<file path="src/pdpe_pkg.sv">
`timescale 1ns / 1ps

package pdpe_pkg;

  typedef logic [7:0] byte_t;
  typedef logic [9:0] off_t;

  // fixed layout of the compressed buffer
  localparam int HEADER_BYTES = 2;
  localparam int TRIPLE_BYTES = 3;

  // descriptor queue between front and back
  localparam int QDEPTH = 4;
  localparam int QAW    = $clog2(QDEPTH);

  // byte slots of one entry, in output order
  localparam int NUM_SLOTS = 7;
  localparam logic [2:0] SLOT_SKIP   = 3'd0;
  localparam logic [2:0] SLOT_RED    = 3'd1;
  localparam logic [2:0] SLOT_GREEN  = 3'd2;
  localparam logic [2:0] SLOT_BLUE   = 3'd3;
  localparam logic [2:0] SLOT_CLOSE  = 3'd4;
  localparam logic [2:0] SLOT_HDR_LO = 3'd5;
  localparam logic [2:0] SLOT_HDR_HI = 3'd6;

  typedef logic [NUM_SLOTS-1:0] slot_mask_t;

  // work for the back end produced from one accepted entry
  typedef struct packed {
    logic  skip_en;
    logic  trip_en;
    logic  close_en;
    logic  hdr_en;
    byte_t skip_val;
    off_t  skip_off;
    byte_t red;
    byte_t green;
    byte_t blue;
    off_t  trip_off;
    off_t  close_off;
    byte_t close_val;
    byte_t pkt_cnt;
    off_t  total_len;
  } desc_t;

endpackage

</file>
<file path="src/pdpe_if.sv">
`timescale 1ns / 1ps

// palette entry channel
interface pdpe_in_if import pdpe_pkg::*; ();
  logic  valid;
  logic  ready;
  byte_t old_red;
  byte_t old_green;
  byte_t old_blue;
  byte_t new_red;
  byte_t new_green;
  byte_t new_blue;
  logic  is_final;

  modport source (
    output valid, old_red, old_green, old_blue, new_red, new_green, new_blue, is_final,
    input  ready
  );
  modport sink (
    input  valid, old_red, old_green, old_blue, new_red, new_green, new_blue, is_final,
    output ready
  );
endinterface

// addressed byte channel
interface pdpe_out_if import pdpe_pkg::*; ();
  logic  valid;
  logic  ready;
  off_t  byte_offset;
  byte_t byte_value;
  off_t  total_length;
  logic  end_of_run;

  modport source (
    output valid, byte_offset, byte_value, total_length, end_of_run,
    input  ready
  );
  modport sink (
    input  valid, byte_offset, byte_value, total_length, end_of_run,
    output ready
  );
endinterface

</file>
<file path="src/palette_delta_packet_encoder.sv">
`timescale 1ns / 1ps

// channel   | dir | handshake           | payload
// ----------+-----+---------------------+-----------------------------------------
// in_ch     | in  | valid/ready         | old and new rgb bytes, is_final
// out_ch    | out | valid/ready         | byte_offset, byte_value, total_length,
//           |     |                     | end_of_run
//
// one output byte per cycle from the back end while the output is ready; an entry
// writes one to seven bytes (four for a non-final entry that opens a packet), and
// an entry writing nothing is taken without a push to the queue
// the front end takes an entry per cycle while the four-deep descriptor queue
// has room; the byte output port sets the sustained rate
// synchronous active-low reset clears encoder state, queue and output valid
// a stalled output holds its byte; the queue lets input run on meanwhile

module palette_delta_packet_encoder import pdpe_pkg::*; #(
  parameter int MAX_ENTRIES = 256
) (
  input  logic        clk,
  input  logic        rst_n,
  pdpe_in_if.sink     in_ch,
  pdpe_out_if.source  out_ch
);

  logic  push;
  desc_t push_desc;
  logic  pop;
  desc_t head;
  logic  q_full;
  logic  q_empty;

  pdpe_front #(
    .MAX_ENTRIES (MAX_ENTRIES)
  ) u_front (
    .clk       (clk),
    .rst_n     (rst_n),
    .in_ch     (in_ch),
    .q_full    (q_full),
    .push      (push),
    .push_desc (push_desc)
  );

  pdpe_queue u_queue (
    .clk       (clk),
    .rst_n     (rst_n),
    .push      (push),
    .push_desc (push_desc),
    .pop       (pop),
    .head      (head),
    .full      (q_full),
    .empty     (q_empty)
  );

  pdpe_back u_back (
    .clk     (clk),
    .rst_n   (rst_n),
    .head    (head),
    .q_empty (q_empty),
    .pop     (pop),
    .out_ch  (out_ch)
  );

endmodule

</file>
<file path="src/pdpe_front.sv">
`timescale 1ns / 1ps

module pdpe_front import pdpe_pkg::*; #(
  parameter int MAX_ENTRIES = 256
) (
  input  logic   clk,
  input  logic   rst_n,
  pdpe_in_if.sink in_ch,
  input  logic   q_full,
  output logic   push,
  output desc_t  push_desc
);

  localparam int CW = $clog2(MAX_ENTRIES + 1);
  typedef logic [CW-1:0] cnt_t;
  localparam cnt_t CNT_MAX = CW'(MAX_ENTRIES);

  function automatic cnt_t sat_inc(input cnt_t v);
    return (v < CNT_MAX) ? cnt_t'(v + 1'b1) : CNT_MAX;
  endfunction

  logic  run_r, run_nxt;
  cnt_t  skip_r, skip_nxt;
  cnt_t  chg_r, chg_nxt;
  off_t  wp_r, wp_nxt;
  off_t  cbp_r, cbp_nxt;
  byte_t pkt_r, pkt_nxt;

  logic  changed;
  logic  take;
  off_t  wp_t;
  cnt_t  chg_t;
  cnt_t  skip_t;
  desc_t d;

  assign changed = (in_ch.old_red   != in_ch.new_red)
                || (in_ch.old_green != in_ch.new_green)
                || (in_ch.old_blue  != in_ch.new_blue);

  assign in_ch.ready = !q_full;
  assign take        = in_ch.valid && in_ch.ready;

  // classify entry and work out packet bytes
  always_comb begin
    d         = '0;
    d.red     = in_ch.new_red;
    d.green   = in_ch.new_green;
    d.blue    = in_ch.new_blue;
    run_nxt   = run_r;
    skip_nxt  = skip_r;
    chg_nxt   = chg_r;
    wp_nxt    = wp_r;
    cbp_nxt   = cbp_r;
    pkt_nxt   = pkt_r;
    wp_t      = wp_r;
    chg_t     = chg_r;
    skip_t    = skip_r;

    if (changed) begin
      if (!run_r) begin
        // open a packet: skip byte now, count byte later
        d.skip_en  = 1'b1;
        d.skip_val = 8'(skip_r);
        d.skip_off = wp_r;
        cbp_nxt    = wp_r + off_t'(1);
        wp_t       = wp_r + off_t'(2);
        pkt_nxt    = pkt_r + 8'd1;
        chg_t      = '0;
        skip_nxt   = '0;
        run_nxt    = 1'b1;
      end
      d.trip_en  = 1'b1;
      d.trip_off = wp_t;
      wp_nxt     = wp_t + off_t'(TRIPLE_BYTES);
      chg_nxt    = sat_inc(chg_t);
    end else begin
      if (run_r) begin
        // run closed: fill in its count byte
        d.close_en  = 1'b1;
        d.close_off = cbp_r;
        d.close_val = 8'(chg_r);
        run_nxt     = 1'b0;
        skip_t      = '0;
      end
      skip_nxt = sat_inc(skip_t);
    end

    if (in_ch.is_final) begin
      if (run_nxt) begin
        d.close_en  = 1'b1;
        d.close_off = cbp_nxt;
        d.close_val = 8'(chg_nxt);
      end
      d.hdr_en    = 1'b1;
      d.pkt_cnt   = pkt_nxt;
      d.total_len = wp_nxt;
      // new map starts afresh
      run_nxt  = 1'b0;
      skip_nxt = '0;
      chg_nxt  = '0;
      wp_nxt   = off_t'(HEADER_BYTES);
      cbp_nxt  = '0;
      pkt_nxt  = '0;
    end
  end

  assign push      = take && (d.skip_en || d.trip_en || d.close_en || d.hdr_en);
  assign push_desc = d;

  // encoder state
  always_ff @(posedge clk) begin
    if (!rst_n) begin
      run_r  <= 1'b0;
      skip_r <= '0;
      chg_r  <= '0;
      wp_r   <= off_t'(HEADER_BYTES);
      cbp_r  <= '0;
      pkt_r  <= '0;
    end else if (take) begin
      run_r  <= run_nxt;
      skip_r <= skip_nxt;
      chg_r  <= chg_nxt;
      wp_r   <= wp_nxt;
      cbp_r  <= cbp_nxt;
      pkt_r  <= pkt_nxt;
    end
  end

endmodule

</file>
<file path="src/pdpe_queue.sv">
`timescale 1ns / 1ps

module pdpe_queue import pdpe_pkg::*; (
  input  logic  clk,
  input  logic  rst_n,
  input  logic  push,
  input  desc_t push_desc,
  input  logic  pop,
  output desc_t head,
  output logic  full,
  output logic  empty
);

  desc_t            mem [QDEPTH];
  logic [QAW-1:0]   wr_ptr_r, rd_ptr_r;
  logic [QAW:0]     cnt_r;

  assign full  = (cnt_r == (QAW+1)'(QDEPTH));
  assign empty = (cnt_r == '0);
  assign head  = mem[rd_ptr_r];

  // descriptor storage
  always_ff @(posedge clk) begin
    if (push) begin
      mem[wr_ptr_r] <= push_desc;
    end
  end

  // pointers and fill level
  always_ff @(posedge clk) begin
    if (!rst_n) begin
      wr_ptr_r <= '0;
      rd_ptr_r <= '0;
      cnt_r    <= '0;
    end else begin
      if (push) begin
        wr_ptr_r <= wr_ptr_r + 1'b1;
      end
      if (pop) begin
        rd_ptr_r <= rd_ptr_r + 1'b1;
      end
      if (push && !pop) begin
        cnt_r <= cnt_r + 1'b1;
      end else if (pop && !push) begin
        cnt_r <= cnt_r - 1'b1;
      end
    end
  end

endmodule

</file>
<file path="src/pdpe_back.sv">
`timescale 1ns / 1ps

module pdpe_back import pdpe_pkg::*; (
  input  logic         clk,
  input  logic         rst_n,
  input  desc_t        head,
  input  logic         q_empty,
  output logic         pop,
  pdpe_out_if.source   out_ch
);

  desc_t      cur_r;
  slot_mask_t mask_r;

  logic       out_valid_r;
  off_t       out_off_r;
  byte_t      out_val_r;
  off_t       out_total_r;
  logic       out_end_r;

  logic       use_head;
  desc_t      eff_d;
  slot_mask_t eff_m;
  slot_mask_t low;
  slot_mask_t rem;
  logic [2:0] slot;
  logic       can_load;
  logic       go;
  off_t       sel_off;
  byte_t      sel_val;
  logic       sel_last;

  function automatic slot_mask_t mask_of(input desc_t d);
    slot_mask_t m;
    m              = '0;
    m[SLOT_SKIP]   = d.skip_en;
    m[SLOT_RED]    = d.trip_en;
    m[SLOT_GREEN]  = d.trip_en;
    m[SLOT_BLUE]   = d.trip_en;
    m[SLOT_CLOSE]  = d.close_en;
    m[SLOT_HDR_LO] = d.hdr_en;
    m[SLOT_HDR_HI] = d.hdr_en;
    return m;
  endfunction

  // current descriptor, or the queue head once it is used up
  assign use_head = (mask_r == '0);
  assign eff_d    = use_head ? head : cur_r;
  assign eff_m    = use_head ? (q_empty ? '0 : mask_of(head)) : mask_r;
  assign low      = eff_m & (~eff_m + 1'b1);
  assign rem      = eff_m & ~low;

  assign can_load = !out_valid_r || out_ch.ready;
  assign go       = can_load && (eff_m != '0);
  assign pop      = go && use_head;

  // one-hot pick to slot number
  always_comb begin
    slot = '0;
    for (int i = 0; i < NUM_SLOTS; i++) begin
      if (low[i]) begin
        slot = 3'(i);
      end
    end
  end

  // byte for the chosen slot
  always_comb begin
    sel_last = 1'b0;
    case (slot)
      SLOT_SKIP: begin
        sel_off = eff_d.skip_off;
        sel_val = eff_d.skip_val;
      end
      SLOT_RED: begin
        sel_off = eff_d.trip_off;
        sel_val = eff_d.red;
      end
      SLOT_GREEN: begin
        sel_off = eff_d.trip_off + off_t'(1);
        sel_val = eff_d.green;
      end
      SLOT_BLUE: begin
        sel_off = eff_d.trip_off + off_t'(2);
        sel_val = eff_d.blue;
      end
      SLOT_CLOSE: begin
        sel_off = eff_d.close_off;
        sel_val = eff_d.close_val;
      end
      SLOT_HDR_LO: begin
        sel_off = off_t'(0);
        sel_val = eff_d.pkt_cnt;
      end
      SLOT_HDR_HI: begin
        sel_off  = off_t'(1);
        sel_val  = '0;
        sel_last = 1'b1;
      end
      default: begin
        sel_off = '0;
        sel_val = '0;
      end
    endcase
  end

  // descriptor progress
  always_ff @(posedge clk) begin
    if (!rst_n) begin
      mask_r <= '0;
    end else if (go) begin
      mask_r <= rem;
    end
  end

  always_ff @(posedge clk) begin
    if (go) begin
      cur_r <= eff_d;
    end
  end

  // output register
  always_ff @(posedge clk) begin
    if (!rst_n) begin
      out_valid_r <= 1'b0;
    end else if (can_load) begin
      out_valid_r <= go;
    end
  end

  always_ff @(posedge clk) begin
    if (go) begin
      out_off_r   <= sel_off;
      out_val_r   <= sel_val;
      out_total_r <= sel_last ? eff_d.total_len : '0;
      out_end_r   <= sel_last;
    end
  end

  assign out_ch.valid        = out_valid_r;
  assign out_ch.byte_offset  = out_off_r;
  assign out_ch.byte_value   = out_val_r;
  assign out_ch.total_length = out_total_r;
  assign out_ch.end_of_run   = out_end_r;

endmodule

</file>
<file path="src/flat_wrapper.sv">
// flat-port wrapper written by rule: the top's interface ports become plain ports
module palette_delta_packet_encoder_flat import pdpe_pkg::*;
#(
  parameter int MAX_ENTRIES = 256
)
  (clk, rst_n, in_ch_valid, in_ch_old_red, in_ch_old_green, in_ch_old_blue, in_ch_new_red, in_ch_new_green, in_ch_new_blue, in_ch_is_final, in_ch_ready, out_ch_valid, out_ch_byte_offset, out_ch_byte_value, out_ch_total_length, out_ch_end_of_run, out_ch_ready);
  pdpe_in_if in_ch_i ();
  pdpe_out_if out_ch_i ();
  input  logic clk;
  input  logic rst_n;
  input wire logic [$bits(in_ch_i.valid)-1:0] in_ch_valid;
  input wire logic [$bits(in_ch_i.old_red)-1:0] in_ch_old_red;
  input wire logic [$bits(in_ch_i.old_green)-1:0] in_ch_old_green;
  input wire logic [$bits(in_ch_i.old_blue)-1:0] in_ch_old_blue;
  input wire logic [$bits(in_ch_i.new_red)-1:0] in_ch_new_red;
  input wire logic [$bits(in_ch_i.new_green)-1:0] in_ch_new_green;
  input wire logic [$bits(in_ch_i.new_blue)-1:0] in_ch_new_blue;
  input wire logic [$bits(in_ch_i.is_final)-1:0] in_ch_is_final;
  output wire logic [$bits(in_ch_i.ready)-1:0] in_ch_ready;
  output wire logic [$bits(out_ch_i.valid)-1:0] out_ch_valid;
  output wire logic [$bits(out_ch_i.byte_offset)-1:0] out_ch_byte_offset;
  output wire logic [$bits(out_ch_i.byte_value)-1:0] out_ch_byte_value;
  output wire logic [$bits(out_ch_i.total_length)-1:0] out_ch_total_length;
  output wire logic [$bits(out_ch_i.end_of_run)-1:0] out_ch_end_of_run;
  input wire logic [$bits(out_ch_i.ready)-1:0] out_ch_ready;
  assign in_ch_i.valid = in_ch_valid;
  assign in_ch_i.old_red = in_ch_old_red;
  assign in_ch_i.old_green = in_ch_old_green;
  assign in_ch_i.old_blue = in_ch_old_blue;
  assign in_ch_i.new_red = in_ch_new_red;
  assign in_ch_i.new_green = in_ch_new_green;
  assign in_ch_i.new_blue = in_ch_new_blue;
  assign in_ch_i.is_final = in_ch_is_final;
  assign in_ch_ready = in_ch_i.ready;
  assign out_ch_valid = out_ch_i.valid;
  assign out_ch_byte_offset = out_ch_i.byte_offset;
  assign out_ch_byte_value = out_ch_i.byte_value;
  assign out_ch_total_length = out_ch_i.total_length;
  assign out_ch_end_of_run = out_ch_i.end_of_run;
  assign out_ch_i.ready = out_ch_ready;
  palette_delta_packet_encoder #(.MAX_ENTRIES(MAX_ENTRIES)) u_core (.clk(clk), .rst_n(rst_n), .in_ch(in_ch_i), .out_ch(out_ch_i));
endmodule
</file>
<file path="config.mk">
export PLATFORM = sky130hd
export DESIGN_NAME = palette_delta_packet_encoder_flat
export DESIGN_NICKNAME = d
export VERILOG_FILES = /design/src/pdpe_pkg.sv /design/src/pdpe_if.sv /design/src/palette_delta_packet_encoder.sv /design/src/pdpe_front.sv /design/src/pdpe_queue.sv /design/src/pdpe_back.sv /design/src/flat_wrapper.sv
export SDC_FILE = /design/constraint.sdc
export NUM_CORES = 1
export LEC_CHECK = 0
export BUFFER_PORTS_ARGS = -buffer_cell sky130_fd_sc_hd__buf_2
export CORE_ASPECT_RATIO = 0.7
export CORE_MARGIN = 2
export CORE_UTILIZATION = 30
export DETAILED_ROUTE_END_ITERATION = 16
export HOLD_SLACK_MARGIN = 0.05
export PLACE_DENSITY = 0.55
export SYNTH_ARGS = -nofsm -noshare
export SYNTH_HDL_FRONTEND = slang
export SYNTH_SLANG_ARGS = --single-unit
export TNS_END_PERCENT = 50
</file>
<file path="constraint.sdc">
create_clock -name clk -period 8.45 [get_ports clk]
set_clock_uncertainty 0.05 [all_clocks]
set_input_delay 2.535 -clock clk [delete_from_list [all_inputs] [get_ports clk]]
set_output_delay 2.535 -clock clk [all_outputs]
set_load 0.01 [all_outputs]
</file>
Word-level counts from Yosys, hierarchy flattened:

Memories as Yosys holds them, arrays and structs flattened. A register that Yosys moved wholly into a read port is not among the register bits.
Index checks and enable logic that the tools add are counted.

* output and inout bits: 31
* memory bits (writable): 368
* bits of input ports: 53
* logic and storage cells: 135
* register bits: 179
* memories: 1

* muxes and demuxes: 54
* $add $sub $neg: 13
* bitwise gates (word level): 4
* magnitude comparators: 2
* equal/unequal tests: 11
* reductions and logical operators: 24

Memory list
* u_core.u_queue.mem: words 4, width 92, read ports 1, clocked after memory_dff 1, wr ports 1, line pdpe_queue.sv:14 `desc_t mem [QDEPTH];`

Operator list (count)
* 2-to-1 mux 9 bit: 11
* 2-to-1 mux 18 bit: 5
* 2-to-1 mux 88 bit: 1
* 2-to-1 mux 10 bit: 8
* case mux 10 bit (6 select lines): 1
* case mux 8 bit (6 select lines): 1
* 2-to-1 mux 36 bit: 1
* adder 10 x 2 -> 10 bit, second input constant: 3
* 2-to-1 mux 8 bit: 3
* inequality test 8 bit: 3
* 2-to-1 mux 3 bit: 7
* adder 10 x 1 -> 10 bit, second input constant: 2
* adder 9 x 1 -> 9 bit, second input constant: 2
* less-than comparator 9 bit, second input constant: 2
* bitwise AND 7 bit: 2
* 2-to-1 mux 7 bit: 2
* NOT 7 bit: 2
* equality test 3 bit, second input constant: 4
* 2-to-1 mux 1 bit: 10
* adder 8 x 1 -> 8 bit, second input constant: 1
* 2-to-1 mux 2 bit: 4
* adder 7 x 1 -> 7 bit, second input constant: 1
* logical NOT 7 bit: 1
* nonzero test 7 bit: 1
* other kinds (12): 30

Logic depth before layout (Yosys ltp):

* word-level depth: 14
* gate-level depth with buffers: 13
* gate-level depth less buffers: 13

Modules after synthesis:

From an unflattened synthesis, not the netlist that was laid out.

* cell total of the unflattened synthesis: 1571
* area total of the unflattened synthesis: 23882.9 µm²

By module, submodules not included
* pdpe_queue: cells an instance 523, times used 1, seq. area each 11230.8 µm², area each 13721.9 µm²
* pdpe_back: cells an instance 512, times used 1, seq. area each 3653.5 µm², area each 6217.2 µm²
* pdpe_front: cells an instance 536, times used 1, seq. area each 940.9 µm², area each 3943.8 µm²

Least setup slack after synthesis:

OpenSTA, ideal clock, no wires.

* path kind: input -> register
* start: input port in_ch_old_red[5]
* end: memory u_core.u_queue.mem[0][0] in the netlist's numbering (enable)
* setup slack: 2541 ps
* arrival time: 5398 ps
* required time: 7939 ps
* cell stages on the path: 8
* path buffers: 0
* cells stage by stage: xor2_1 nor4_1 nand4_1 nor2_4 inv_2 o31ai_2 inv_1 and2_1

* longest elaborated chain between the ends: 11

RTL lines
* from (decl): line flat_wrapper.sv:12 `input wire logic [$bits(in_ch_i.old_red)-1:0] in_ch_old_red;`
* inequality test 8 bit *: line pdpe_front.sv:36 `assign changed = (in_ch.old_red != in_ch.new_red)`
* logical OR 1 bit *: line pdpe_front.sv:37 `|| (in_ch.old_green != in_ch.new_green)`
* logical OR 1 bit *: line pdpe_front.sv:38 `|| (in_ch.old_blue != in_ch.new_blue);`
* 2-to-1 mux 1 bit: line pdpe_front.sv:59 `if (changed) begin`
* 2-to-1 mux 1 bit: line pdpe_front.sv:89 `if (run_nxt) begin`
* 2-to-1 mux 2 bit: line pdpe_front.sv:88 `if (in_ch.is_final) begin`
* logical OR 1 bit * (2 in a row): line pdpe_front.sv:107 `assign push = take && (d.skip_en || d.trip_en || d.close_en || d.hdr_en);`
* logical AND 1 bit *: line pdpe_front.sv:107
* net u_core.push: line palette_delta_packet_encoder.sv:26 `logic push;`
* 2-to-1 mux 1 bit *: line pdpe_queue.sv:24 `if (push) begin`
* 2-to-1 mux 1 bit (not written as such) *: line pdpe_queue.sv:25 `mem[wr_ptr_r] <= push_desc;`
* to (decl): line pdpe_queue.sv:14

Mark *: on every way through the listed nets, which the timed path passes. The rest lies on a longest branch.

==> metrics.md <==
| Metric | Value |
|---|---|
| Status | finished clean |
| Via count | ~13k |
| Vias in the first global route | ~13k |
| WHS | between 0.4 and 0.5 ns |
| Die area | between 80000 and 90000 µm² |
| Root Driver | clkbuf_16 |
| Initial DRC count | around 1.2k |
| PnR worst setup slack | between 2 and 3 ns |
| Via density per instance | 5.02 |
| Dpl cells | between 2k and 3k |
| # setup viols final | 0 |
| GRT overflow | 0 |
| Main synth FF type | edfxtp_1 |
| Initial core utilization | 0.303 |
| TNS Setup | 0 ns |
| # diodes | 0 |
| Total wire length | between 50000 and 60000 µm |
| Slew margin rel. | 0.265 |
| Height of the die | ~240 µm |
| Register area share after synthesis | 0.677 |
| Largest net degree at the start of global routing | between 60 and 70 |
| CTS HTree Levels | 2 |
| Filler Cells Inserted | approximately 7.4k |
| Clock tree buffer depth | 3 |
| CTS tree | done |
| # hold bufs at CTS | 0 |
| Drt first pass iters | 5 |
| Final hold viol count | 0 |
| Critical path launch point type | input pin |
| Flops & latches, synth | between 500 and 600 |
| Post-CTS Resized | 0 |
| Worst Path Max Fanout | 29 |
| Initial antenna violation count | 1 |
| I/O pin count | 84 |
| F_max | 177 MHz |
| CTS clk-pin slew, worst paths | roughly 0.06 ns |
| Distinct cells, synth | 80 |
| Dpl hpwl | 35400 µm |
| Fin util | 0.346 |
| Pin slew with the least headroom to its limit | 1.09 ns |
| CP Capture Type | flop |
| Layout cells sized above 1 | 0.245 |
| Fin crit share | 0.670 |
| Final net count | approximately 1.6k |
| Tot Pwr | about 11 mW |
| Dpl ws | roughly 2.2 ns |
| Core area | 77000 µm² |
| Die width | 338 µm |
| Peak VDD IR | between 0.3 and 0.4 mV |
| Residual DRC | 0 |
| Fin area | 26700 µm² |
| Setup crit start | in_ch_new_blue[2] |
| Crit path kind | in -> reg |
| Yosys Warn Count | 0 |
| Leakage power | 8.73 nW |
| Period minus WS final | 5.66 ns |
| PD cells | approximately 420 nW/µm² |
| Number of port buffers | 83 |
| Placement Rows | 85 |
| First-pass GRT wire length | around 83000 µm |
| Cell area after synthesis | approximately 23000 µm² |
| Layout area overhead | 14.2% |
| # clock sinks | ~550 |
| Fraction of registers with async set/reset | 0 |
| Non-Filler Instances | roughly 2.6k |
| Final Max Slew Viols | 0 |
| Synth Area per Inst | roughly 16 µm² |
| Skew-Pair Late Insertion Delay | just over 0.6 ns |
| Post-synth EDFFs | slightly below 500 |
| Required @ worst endpoint | 8.69 ns |
| Hold wc startpoint | u_core.u_front.skip_r[1] |
| Hold WC Path Type | reg -> reg |
| Syn Nets | ~1.5k |
| GRT Total Usage | 0.138 |
| Total CTS buffers | 55 |
| Arr. time, crit path | between 5 and 6 ns |
| Max cap viols | 0 |
| Final RePlAce weighted congestion | 0.829 |
| RSZ-0062 raised after global routing | no |
| Post-route ant nets | 0 |
| Postcts setup bufs | 0 |
| Post-DP Area | between 20000 and 25000 µm² |
| Cells after Synth | roughly 1.5k |
| DR WL/cell | roughly 21 µm |
## kinds of logic after synthesis
logic type                 synth area share
DFF                                   0.677
and+or+nand+nor                      0.0802
muxes                                 0.135
AOI/OAI and AO/OA                    0.0513
buffers and inverters                0.0200
xor gates and xnor gates             0.0274
adders and majority gates           0.00889
## cells in the mapped netlist, types with 4 or more instances
library cell / n / area share
dfxtp_1: 63 / 0.054
nand3b_1: 4 / 0.0013
buf_4: 5 / 0.0016
a31oi_1: 9 / 0.0024
buf_1: 4 / 0.00064
nand4_1: 23 / 0.0062
mux4_2: 92 / 0.089
nor2_1: 91 / 0.015
inv_2: 4 / 0.00064
xor2_1: 19 / 0.0071
and3_1: 20 / 0.0054
nor4_1: 19 / 0.0051
nand3_1: 44 / 0.0094
inv_1: 14 / 0.0022
and2_1: 28 / 0.0075
and4_1: 4 / 0.0015
a22o_1: 7 / 0.0026
ha_1: 15 / 0.0080
clkbuf_1: 43 / 0.0069
a222oi_1: 5 / 0.0021
nor3_1: 16 / 0.0034
nand2_1: 81 / 0.013
buf_2: 23 / 0.0049
mux2i_1: 8 / 0.0034
a21oi_1: 40 / 0.0086
edfxtp_1: 485 / 0.62
buf_6: 6 / 0.0029
nor2b_1: 6 / 0.0016
o21ai_0: 45 / 0.0096
mux2_2: 87 / 0.042
a22oi_1: 30 / 0.0096
or3_1: 7 / 0.0019
xnor2_1: 54 / 0.020
## per-layer routing
metal,GRT usage,share of wire
met1,0.206,0.47
met5,0,0
met3,0.0233,0.058
met2,0.207,0.45
met4,0.0370,0.019
## worst paths after layout
kind                               endpoint  slack (ns)  cells after the start
setup / recovery  u_core.u_queue.mem[2][29]        2.79                     10
setup reg to reg    u_core.u_queue.cnt_r[2]        3.81                     12
hold reg to reg    u_core.u_front.skip_r[1]        0.44                      2
hold / removal     u_core.u_front.skip_r[1]        0.44                      2
## layout by cell type, fill, tap and decap left out, types with 4 or more instances in the layout
cell type	Yosys	routed
a21oi_1	40	40
a222oi_1	5	5
a22o_1	7	7
a22oi_1	30	30
a31oi_1	9	9
and2_1	28	24
and2_4	1	5
and3_1	20	20
and4_1	4	4
buf_2	23	83
buf_4	5	18
bufinv_16	0	7
clkbuf_1	43	15
clkbuf_16	0	55
clkbuf_8	0	4
clkinv_1	1	11
clkinv_2	0	8
dfxtp_1	63	61
edfxtp_1	485	485
ha_1	15	15
inv_1	14	14
mux2_2	87	87
mux2i_1	8	8
mux4_2	92	92
nand2_1	81	81
nand3_1	44	44
nand3b_1	4	4
nand4_1	23	23
nor2_1	91	90
nor2b_1	6	5
nor3_1	16	16
nor4_1	19	19
o21ai_0	45	45
or3_1	7	7
xnor2_1	54	54
xor2_1	19	19
## flip-flops by register name, summed over array words and instances, names as in the netlist, 8 cells and up, named ones only
name                               count
u_core.u_back.out_ch.total_length     10
u_core.u_back.cur_r                   88
u_core.u_queue.mem                   368
u_core.u_front.wp_r                   10
u_core.u_front.pkt_r                   8
u_core.u_back.out_ch.byte_offset      10
u_core.u_front.chg_r                   9
u_core.u_back.out_ch.byte_value        8
u_core.u_front.cbp_r                  10
u_core.u_front.skip_r                  9
## final cells by class
cell class                 instances  area, µm²  area share
clock buffer                      74       1490      0.0558
timing repair buffer             101        551      0.0206
multi-input combinational        822       7090       0.266
tap                             1044       1310      0.0490
clock inverter                    29        335      0.0126
sequential                       548      15800       0.594
inverter                          19       73.8     0.00277
## critical path, cell delays in order
cell and delay, ns:
buf_2 0.14, xnor2_1 0.53, nand4_1 0.20, or4_4 0.51, nor2_4 0.14, inv_2 0.23
nand2_1 0.49, inv_2 0.43, nand2_1 0.40, o21ai_0 0.26
## power by group
group | internal, mW | switching, mW
Sequential | 4.03 | 0.219
Combinational | 1.73 | 2.84
Clock | 1.45 | 1.02
Note: power is estimated with default switching activity, not from simulation.
